`src/rgb_ycbcr_color_converter_core_macros.svh`:
```
// assertion macros shared by the color converter rtl
`ifndef RGB_YCBCR_COLOR_CONVERTER_CORE_MACROS_SVH
`define RGB_YCBCR_COLOR_CONVERTER_CORE_MACROS_SVH
`ifndef SYNTHESIS
// same-cycle implication
`define RYCC_ASSERT_SAME(label, ck, rn, ante, cons) \
    label: assert property (@(posedge ck) disable iff (!rn) (ante) |-> (cons)) \
        else $error("rycc same-cycle check failed");
// next-cycle implication
`define RYCC_ASSERT_NEXT(label, ck, rn, ante, cons) \
    label: assert property (@(posedge ck) disable iff (!rn) (ante) |=> (cons)) \
        else $error("rycc next-cycle check failed");
`else
`define RYCC_ASSERT_SAME(label, ck, rn, ante, cons)
`define RYCC_ASSERT_NEXT(label, ck, rn, ante, cons)
`endif
`endif

```
`src/rycc_pkg.sv`:
```
// shared types, register indexes and elaboration-time coefficient math
package rycc_pkg;

    localparam int COEF_FRAC_BITS_DEF = 14;

    // coefficient scale: thousandths over 255
    localparam longint SCALE_DEN = 64'sd255000;

    // register indexes on the configuration port
    localparam logic [0:0] CFG_COLOR_STANDARD = 1'b0;
    localparam logic [0:0] CFG_DIRECTION      = 1'b1;

    // forward matrices in thousandths, bt.601 then bt.709
    localparam longint FWD_MILLI [2][3][3] = '{
        '{'{ 65481,  128553,  24966},
          '{-37797,  -74203, 112000},
          '{112000,  -93786, -18214}},
        '{'{ 46559,  156629,  15812},
          '{-25664,  -86336, 112000},
          '{112000, -101730, -10270}}
    };

    // pipeline advance enables for the three stages
    typedef struct packed {
        logic stage1_en;
        logic stage2_en;
        logic stage3_en;
    } rycc_adv_t;

    function automatic int wrap3(input int k);
        return (k >= 3) ? k - 3 : k;
    endfunction

    // round(num * 2^frac / den), ties away from zero, by long division
    function automatic longint fix_q(input longint num, input longint den, input int frac);
        logic        neg;
        logic [63:0] n;
        logic [63:0] d;
        logic [63:0] q;
        logic [63:0] r;
        neg = (num < 0) != (den < 0);
        n   = (num < 0) ? 64'(-num) : 64'(num);
        d   = (den < 0) ? 64'(-den) : 64'(den);
        q   = '0;
        r   = '0;
        for (int i = 63; i >= 0; i--) begin
            r = {r[62:0], n[i]};
            if (r >= d) begin
                r    = r - d;
                q[i] = 1'b1;
            end
        end
        for (int i = 0; i < frac; i++) begin
            q = {q[62:0], 1'b0};
            r = {r[62:0], 1'b0};
            if (r >= d) begin
                r    = r - d;
                q[0] = 1'b1;
            end
        end
        r = {r[62:0], 1'b0};
        if (r >= d) begin
            q = q + 64'd1;
        end
        return neg ? -longint'(q) : longint'(q);
    endfunction

    // cofactor of the forward matrix (adjugate entry)
    function automatic longint milli_adj(input int std, input int i, input int j);
        int i1;
        int i2;
        int j1;
        int j2;
        i1 = wrap3(i + 1);
        i2 = wrap3(i + 2);
        j1 = wrap3(j + 1);
        j2 = wrap3(j + 2);
        return FWD_MILLI[std][j1][i1] * FWD_MILLI[std][j2][i2]
             - FWD_MILLI[std][j1][i2] * FWD_MILLI[std][j2][i1];
    endfunction

    function automatic longint milli_det(input int std);
        longint det;
        det = 0;
        for (int j = 0; j < 3; j++) begin
            det = det + FWD_MILLI[std][0][j] * milli_adj(std, j, 0);
        end
        return det;
    endfunction

    // matrix entry for direction dir and standard std
    function automatic longint coef_q(input int dir, input int std, input int row,
                                      input int col, input int frac);
        if (dir == 0) begin
            return fix_q(FWD_MILLI[std][row][col], SCALE_DEN, frac);
        end
        return fix_q(SCALE_DEN * milli_adj(std, row, col), milli_det(std), frac);
    endfunction

    // additive offset for one output row
    function automatic longint off_q(input int dir, input int std, input int row,
                                     input int frac);
        longint o;
        if (dir == 0) begin
            return (row == 0) ? (longint'(16) <<< frac) : (longint'(128) <<< frac);
        end
        o = 16 * milli_adj(std, row, 0) + 128 * milli_adj(std, row, 1)
          + 128 * milli_adj(std, row, 2);
        return fix_q(-(SCALE_DEN * o), milli_det(std), frac);
    endfunction

endpackage

```
`src/rgb_ycbcr_color_converter_core.sv`:
```
// top level: rgb <-> limited-range ycbcr pixel converter, three-stage pipeline
//
//  channel | handshake               | word
//  --------+-------------------------+------------------------------------------
//  in      | in_valid / in_stall     | comp_in_first, comp_in_second, comp_in_third
//  out     | out_valid / out_stall   | comp_out_first, comp_out_second, comp_out_third
//  cfg     | cfg_write               | cfg_index, cfg_data
//
// one word per clock sustained while out is not stalled; the stages are multiply,
// sum and round/clamp; the stage count sets the latency; all nine products form
// at once in stage 1, so a new word can enter every clock while in_stall is low
// reset clears the valid bits and sets bt.601 forward conversion
// out_stall holds full stages past the last gap; gaps still fill, so bubbles collapse
// in_stall rises only when all three stages hold a word and out is stalled
module rgb_ycbcr_color_converter_core #(
    parameter int COEF_FRAC_BITS = rycc_pkg::COEF_FRAC_BITS_DEF
) (
    input  logic       clk,
    input  logic       rst_n,
    input  logic       cfg_write,
    input  logic [0:0] cfg_index,
    input  logic [0:0] cfg_data,
    input  logic       in_valid,
    output logic       in_stall,
    input  logic [7:0] comp_in_first,
    input  logic [7:0] comp_in_second,
    input  logic [7:0] comp_in_third,
    output logic       out_valid,
    input  logic       out_stall,
    output logic [7:0] comp_out_first,
    output logic [7:0] comp_out_second,
    output logic [7:0] comp_out_third
);
    import rycc_pkg::*;
    `include "rgb_ycbcr_color_converter_core_macros.svh"

    localparam int CoefW = COEF_FRAC_BITS + 3;
    localparam int OffW  = COEF_FRAC_BITS + 11;

    // config registers
    logic color_standard_reg;
    logic direction_reg;

    // pipeline valid bits, one per stage
    logic s1_valid_reg;
    logic s2_valid_reg;
    logic out_valid_reg;

    // coefficient set carried with the word: {direction, standard}
    logic [1:0] set_now;
    logic [1:0] set1_reg;

    rycc_adv_t adv;

    // constant tables, indexed by set, row, column
    logic signed [CoefW-1:0] coef_tab [4][3][3];
    logic signed [OffW-1:0]  off_tab [4][3];
    logic signed [CoefW-1:0] coef_sel [3][3];
    logic signed [OffW-1:0]  off_sel [3];
    logic [7:0]              comp_row [3];

    for (genvar d = 0; d < 2; d++) begin : g_dir
        for (genvar s = 0; s < 2; s++) begin : g_std
            for (genvar i = 0; i < 3; i++) begin : g_row
                localparam logic signed [OffW-1:0] OffK =
                    OffW'(off_q(d, s, i, COEF_FRAC_BITS));
                assign off_tab[2*d+s][i] = OffK;
                for (genvar j = 0; j < 3; j++) begin : g_col
                    localparam logic signed [CoefW-1:0] CoefK =
                        CoefW'(coef_q(d, s, i, j, COEF_FRAC_BITS));
                    assign coef_tab[2*d+s][i][j] = CoefK;
                end
            end
        end
    end

    // stage advance: a stage moves when it is empty or the next one moves
    assign adv.stage3_en = !out_valid_reg || !out_stall;
    assign adv.stage2_en = !s2_valid_reg || adv.stage3_en;
    assign adv.stage1_en = !s1_valid_reg || adv.stage2_en;
    assign in_stall      = !adv.stage1_en;

    assign set_now = {direction_reg, color_standard_reg};

    // coefficients chosen on entry, offsets from the set carried into stage 2
    always_comb
    begin
        for (int i = 0; i < 3; i++) begin
            for (int j = 0; j < 3; j++) begin
                coef_sel[i][j] = coef_tab[set_now][i][j];
            end
            off_sel[i] = off_tab[set1_reg][i];
        end
    end

    always_ff @(posedge clk or negedge rst_n)
    begin
        if (!rst_n) begin
            color_standard_reg <= 1'b0;
            direction_reg      <= 1'b0;
            s1_valid_reg       <= 1'b0;
            s2_valid_reg       <= 1'b0;
            out_valid_reg      <= 1'b0;
        end else begin
            if (cfg_write) begin
                unique case (cfg_index)
                    CFG_COLOR_STANDARD: color_standard_reg <= cfg_data[0];
                    CFG_DIRECTION:      direction_reg      <= cfg_data[0];
                    default:            ;
                endcase
            end
            if (adv.stage1_en) begin
                s1_valid_reg <= in_valid;
            end
            if (adv.stage2_en) begin
                s2_valid_reg <= s1_valid_reg;
            end
            if (adv.stage3_en) begin
                out_valid_reg <= s2_valid_reg;
            end
        end
    end

    // payload side: no reset
    always_ff @(posedge clk)
    begin
        if (adv.stage1_en) begin
            set1_reg <= set_now;
        end
    end

    // one lane per output component
    for (genvar k = 0; k < 3; k++) begin : g_lane
        rycc_row #(
            .COEF_FRAC_BITS (COEF_FRAC_BITS)
        ) u_row (
            .clk  (clk),
            .adv  (adv),
            .x0   (comp_in_first),
            .x1   (comp_in_second),
            .x2   (comp_in_third),
            .coef (coef_sel[k]),
            .off  (off_sel[k]),
            .comp (comp_row[k])
        );
    end

    assign out_valid       = out_valid_reg;
    assign comp_out_first  = comp_row[0];
    assign comp_out_second = comp_row[1];
    assign comp_out_third  = comp_row[2];

    // an accepted word lands in stage 1
    `RYCC_ASSERT_NEXT(a_in_to_s1, clk, rst_n, in_valid && !in_stall, s1_valid_reg)
    // a word leaving stage 1 lands in stage 2
    `RYCC_ASSERT_NEXT(a_s1_to_s2, clk, rst_n, s1_valid_reg && adv.stage2_en, s2_valid_reg)
    // a word leaving stage 2 reaches the output register
    `RYCC_ASSERT_NEXT(a_s2_to_out, clk, rst_n, s2_valid_reg && adv.stage3_en, out_valid_reg)
    // a held stage 1 keeps its word
    `RYCC_ASSERT_NEXT(a_s1_hold, clk, rst_n, s1_valid_reg && !adv.stage2_en, s1_valid_reg)
    // the input is stalled only with every stage full and out stalled
    `RYCC_ASSERT_SAME(a_full_stall, clk, rst_n, in_stall,
        s1_valid_reg && s2_valid_reg && out_valid_reg && out_stall)

endmodule

```
`src/rycc_row.sv`:
```
// one output component: multiply, sum with offset, round and clamp
module rycc_row #(
    parameter int COEF_FRAC_BITS = rycc_pkg::COEF_FRAC_BITS_DEF
) (
    input  logic                               clk,
    input  rycc_pkg::rycc_adv_t                adv,
    input  logic [7:0]                         x0,
    input  logic [7:0]                         x1,
    input  logic [7:0]                         x2,
    input  logic signed [COEF_FRAC_BITS+2:0]   coef [3],
    input  logic signed [COEF_FRAC_BITS+10:0]  off,
    output logic [7:0]                         comp
);
    import rycc_pkg::*;

    localparam int CoefW = COEF_FRAC_BITS + 3;
    localparam int ProdW = CoefW + 9;
    localparam int AccW  = COEF_FRAC_BITS + 13;
    localparam int IntW  = AccW - COEF_FRAC_BITS;
    localparam logic signed [AccW-1:0] HALF = AccW'(1) <<< (COEF_FRAC_BITS - 1);

    logic signed [8:0]       xs [3];
    logic signed [ProdW-1:0] prod_next [3];
    logic signed [ProdW-1:0] prod_reg [3];
    logic signed [AccW-1:0]  acc_next;
    logic signed [AccW-1:0]  acc_reg;
    logic signed [AccW-1:0]  rnd;
    logic [IntW-1:0]         whole;
    logic [7:0]              comp_next;
    logic [7:0]              comp_reg;

    assign xs[0] = $signed({1'b0, x0});
    assign xs[1] = $signed({1'b0, x1});
    assign xs[2] = $signed({1'b0, x2});

    always_comb
    begin
        for (int k = 0; k < 3; k++) begin
            prod_next[k] = coef[k] * xs[k];
        end
    end

    assign acc_next = AccW'(prod_reg[0]) + AccW'(prod_reg[1]) + AccW'(prod_reg[2])
                    + AccW'(off);

    // round half up, clamp to 0..255
    assign rnd   = acc_reg + HALF;
    assign whole = rnd[AccW-1:COEF_FRAC_BITS];

    always_comb
    begin
        if (acc_reg[AccW-1] || (acc_reg == '0)) begin
            comp_next = 8'd0;
        end else if (|whole[IntW-1:8]) begin
            comp_next = 8'hFF;
        end else begin
            comp_next = whole[7:0];
        end
    end

    always_ff @(posedge clk)
    begin
        if (adv.stage1_en) begin
            prod_reg <= prod_next;
        end
        if (adv.stage2_en) begin
            acc_reg <= acc_next;
        end
        if (adv.stage3_en) begin
            comp_reg <= comp_next;
        end
    end

    assign comp = comp_reg;

endmodule
```
`config.mk`:
```
export PLATFORM = sky130hd
export DESIGN_NAME = rgb_ycbcr_color_converter_core
export DESIGN_NICKNAME = d
export VERILOG_FILES = /design/src/rycc_pkg.sv /design/src/rgb_ycbcr_color_converter_core.sv /design/src/rycc_row.sv
export VERILOG_INCLUDE_DIRS = /design/src /design/src/src
export SDC_FILE = /design/constraint.sdc
export NUM_CORES = 2
export LEC_CHECK = 0
export ABC_CLOCK_PERIOD_IN_PS = 26900
export BUFFER_PORTS_ARGS = -buffer_cell sky130_fd_sc_hd__buf_4
export CORE_MARGIN = 2
export CORE_UTILIZATION = 44
export DETAILED_ROUTE_END_ITERATION = 16
export PLACE_DENSITY = 0.62
export SKIP_CTS_REPAIR_TIMING = 1
export SLEW_MARGIN = 10
export SYNTH_ARGS = -nofsm -noshare
export SYNTH_HDL_FRONTEND = slang
export SYNTH_HIERARCHICAL = 1
export SYNTH_SLANG_ARGS = --single-unit
export TNS_END_PERCENT = 100
```
`constraint.sdc`:
```
create_clock -name clk -period 26.9 [get_ports clk]
set_clock_uncertainty 0.15 [all_clocks]
set_input_delay 2.69 -clock clk [delete_from_list [all_inputs] [get_ports clk]]
set_output_delay 2.69 -clock clk [all_outputs]
set_load 0.02 [all_outputs]
```
==> Implementation_results.wiki <==
{| class="wikitable"
! Metric !! Value
|-
| Run status || finished, final reports clean
|-
| Count of endpoints failing hold in the final timing report || 0
|-
| Cell family with most CP delay || adder cells
|-
| Terminus of the critical flop-to-flop path || g_lane[1].u_row/prod_reg[49]
|-
| Post-synthesis cell type count || 87
|-
| Detailed-route wire length per cell || 16.5 um
|-
| Pins over their slew limit || 0
|-
| Total inserted antenna cells || 0
|-
| Hold Path Cell Cnt || 1
|-
| Critical Path Slowest Stage Cell || sky130_fd_sc_hd__fa_1
|-
| Critical Path Most Common Cell || sky130_fd_sc_hd__fa_1
|-
| DRC marker count from the first detailed-route iteration || between 2k and 2.5k
|-
| Global-route usage over all layers || a little over a fifth
|-
| Total congestion overflow || 0
|-
| Synthesis warning total || 6
|-
| Required time reported for the critical path endpoint || 27.15 ns
|-
| Worst reg2reg setup slack || 19.50 ns
|-
| Core region area || 143,000 sq um
|-
| Total via count in the routed design || approximately 44k
|-
| RD Place Congestion || 0.934
|-
| Share of the clock period used by the worst path after layout || about 28%
|-
| Later-pin clock latency in the skew report || 0.64 ns
|-
| Commonest cells after routing, fill and taps aside || sky130_fd_sc_hd__inv_1 (1,468), sky130_fd_sc_hd__fa_1 (1,128), sky130_fd_sc_hd__nand2_1 (695)
|-
| First-pass GRT wire length || 244,000 um
|-
| Worst-margin pin slew || 0.977 ns
|-
| Combined area of all synthesized cells || 63,200 sq um
|-
| Cell depth of the worst setup path || 17
|-
| Post-DRT Antenna Nets || 0
|-
| DRT Wirelength || approximately 150,000 um
|-
| Cell count of the worst reg-to-reg path || 18
|-
| Vias per inst || 4.93
|-
| Number of port buffers || between 50 and 60
|-
| Root cell of the clock tree || sky130_fd_sc_hd__clkbuf_16
|-
| CTS sink cnt || 346
|-
| Area Growth Syn to Fin || 9.12%
|-
| First-pass iteration count of the detailed router || 6
|-
| Die area || approximately 150,000 sq um
|-
| Most used DFF post-synth || sky130_fd_sc_hd__edfxtp_1
|-
| Largest net degree at the start of global routing || roughly 130
|-
| Share of cells above drive strength 1 || 2.75%
|-
| Setup repair after global routing missed its margin || false
|-
| Maximum level of the CTS H-tree || 2
|-
| Die Ht || 383 um
|-
| Number of maximum-capacitance violations || 0
|-
| Number of CTS-inserted buffers || 46
|-
| Worst slew slack as a fraction of its limit || 34.9%
|-
| Vias in the first global route || 46.4k
|-
| Critical path startpoint || comp_in_third[0]
|-
| Reg2reg start || direction_reg
|-
| Remaining design rule violation count || 0
|-
| Total setup violations reported at the end of the flow || 0
|-
| CTS tree || built
|-
| Kind of capture point of the worst setup path || flip-flop
|-
| Buf/Inv on CP || 5
|-
| Initial antenna violation count || 3
|-
| Maximum clock rate || 0.134 GHz
|-
| Placement Rows || 139
|-
| Io pins || 57
|-
| Initial core utilization || 44.2%
|-
| Flip-flop and latch count after synthesis || 346
|-
| Mean instance size in the synthesized netlist || 9.61 sq um
|-
| Number of buffers between clock root and the deepest sink || 3
|-
| CP max stage delay || around 0.8 ns
|-
| Clock-pin slew on the worst setup and hold paths || around 0.060 ns
|-
| Sequence of cells on the critical path || buf_4 > buf_4 > nand2_1 > fa_1 > inv_1 > fa_1 > fa_1 > inv_1 > fa_1 > inv_1 > ha_1 > a21oi_1 > nor2b_1 > a2111oi_0 > a21boi_0 > a311oi_1 > xnor2_1
|-
| Startpoint class of the critical path || input pin
|-
| End point of the critical path || g_lane[1].u_row/prod_reg[25]
|-
| Post-synthesis cell count || 6,580
|-
| Total negative setup slack || 0 ns
|-
| Arrival time of data at the critical path endpoint || just under 8 ns
|-
| Commonest non-fill, non-tap cell in the layout || sky130_fd_sc_hd__inv_1
|-
| Flip-flop count of the largest register after layout || 234
|-
| Post-layout minimum cycle time || around 7.5 ns
|-
| Horizontal extent of the die || ~380 um
|-
| Worst hold-check path type || flip-flop to flip-flop
|-
| Maximum fanout count along the critical path || 47
|-
| Final Net Count || a little under 9k
|-
| Worst setup path class || input pin to flip-flop
|-
| EDFF count, synth || 341
|-
| Async S/R FF share, synth || between 1 and 1.5%
|-
| HPWL reported at the end of detailed placement || 116,000 um
|-
| Proportion of synthesized chip area in sequential cells || between 10% and 20%
|}
[through the flow]
| step | instance area [sq um] | hold slack [ns] | instances | setup WS [ns] | utilization (%) |
|---|---|---|---|---|---|
| after global routing | 69000 | 0.343 | 8928 | 19.05 | 48.2 |
| final | 69000 | 0.320 | 8928 | 19.45 | 48.2 |
| after global placement | 67300 | 0.299 | 8846 | 18.94 | 47.0 |
| after floorplan | 64800 | 0.285 | 7008 | 12.65 | - |
| after detailed placement | 67300 | 0.302 | 8846 | 18.86 | 47.0 |
| after CTS | 69000 | 0.319 | 8928 | 19.46 | 48.2 |
[final cells by class]
type / count / area, sq um
Clock buffer: 53 / 1180
Inverter: 1471 / 5530
Tap cell: 1903 / 2380
Fill cell: 13485 / 74200
Clock inverter: 29 / 532
Sequential cell: 346 / 10400
Timing Repair Buffer: 78 / 598
Multi-Input combinational cell: 5048 / 48400
[synthesized netlist by cell type, types with 12 or more instances]
cell type / instances / share of area, %
sky130_fd_sc_hd__a211oi_1: 34 / 0.40
sky130_fd_sc_hd__a21o_1: 105 / 1.2
sky130_fd_sc_hd__a21oi_1: 282 / 2.2
sky130_fd_sc_hd__a221oi_1: 12 / 0.17
sky130_fd_sc_hd__a31oi_1: 29 / 0.29
sky130_fd_sc_hd__and2_1: 681 / 6.7
sky130_fd_sc_hd__and3_1: 38 / 0.38
sky130_fd_sc_hd__and4_1: 12 / 0.17
sky130_fd_sc_hd__clkbuf_1: 133 / 0.79
sky130_fd_sc_hd__edfxtp_1: 341 / 16
sky130_fd_sc_hd__fa_1: 1128 / 36
sky130_fd_sc_hd__ha_1: 557 / 11
sky130_fd_sc_hd__inv_1: 1471 / 8.7
sky130_fd_sc_hd__nand2_1: 695 / 4.1
sky130_fd_sc_hd__nand2b_1: 29 / 0.29
sky130_fd_sc_hd__nand3_1: 64 / 0.51
sky130_fd_sc_hd__nand4_1: 30 / 0.30
sky130_fd_sc_hd__nor2_1: 132 / 0.78
sky130_fd_sc_hd__nor2b_1: 26 / 0.26
sky130_fd_sc_hd__nor3_1: 48 / 0.38
sky130_fd_sc_hd__nor3b_1: 13 / 0.15
sky130_fd_sc_hd__nor4_1: 19 / 0.19
sky130_fd_sc_hd__o211ai_1: 33 / 0.39
sky130_fd_sc_hd__o21a_1: 33 / 0.39
sky130_fd_sc_hd__o21ai_0: 107 / 0.85
sky130_fd_sc_hd__o21ai_1: 14 / 0.11
sky130_fd_sc_hd__o21bai_1: 40 / 0.48
sky130_fd_sc_hd__xnor2_1: 213 / 3.0
sky130_fd_sc_hd__xor2_1: 84 / 1.2
[per-layer routing]
metal / wire length (um) / global-route usage, %
met5: 23 / 0
met4: 3630 / 5.03
met3: 5880 / 1.85
met2: 69900 / 35.1
met1: 67500 / 29.1
[how the worst min path moves through the flow]
stage / slack (ns) / to / from
2_1_floorplan: 0.28 / s2_valid_reg / s1_valid_reg
3_3_place_gp: 0.30 / s2_valid_reg / s1_valid_reg
3_5_place_dp: 0.30 / s2_valid_reg / s1_valid_reg
4_1_cts: 0.32 / s2_valid_reg / s1_valid_reg
5_1_grt: 0.34 / s2_valid_reg / s1_valid_reg
6_report: 0.32 / s2_valid_reg / s1_valid_reg
[cells by family after synthesis]
group | after synthesis | synth area share (%)
compound gates | 796 | 8.14
xor+xnor | 297 | 4.12
fa+ha+maj | 1685 | 46.7
buf+inv | 1614 | 9.62
flops | 346 | 16.4
mux | 14 | 0.241
other cells | 2 | 0.0119
simple gates | 1826 | 14.7
Power is not shown: default switching activity piles up to over one toggle a cycle in this logic, so the estimate is an artifact.
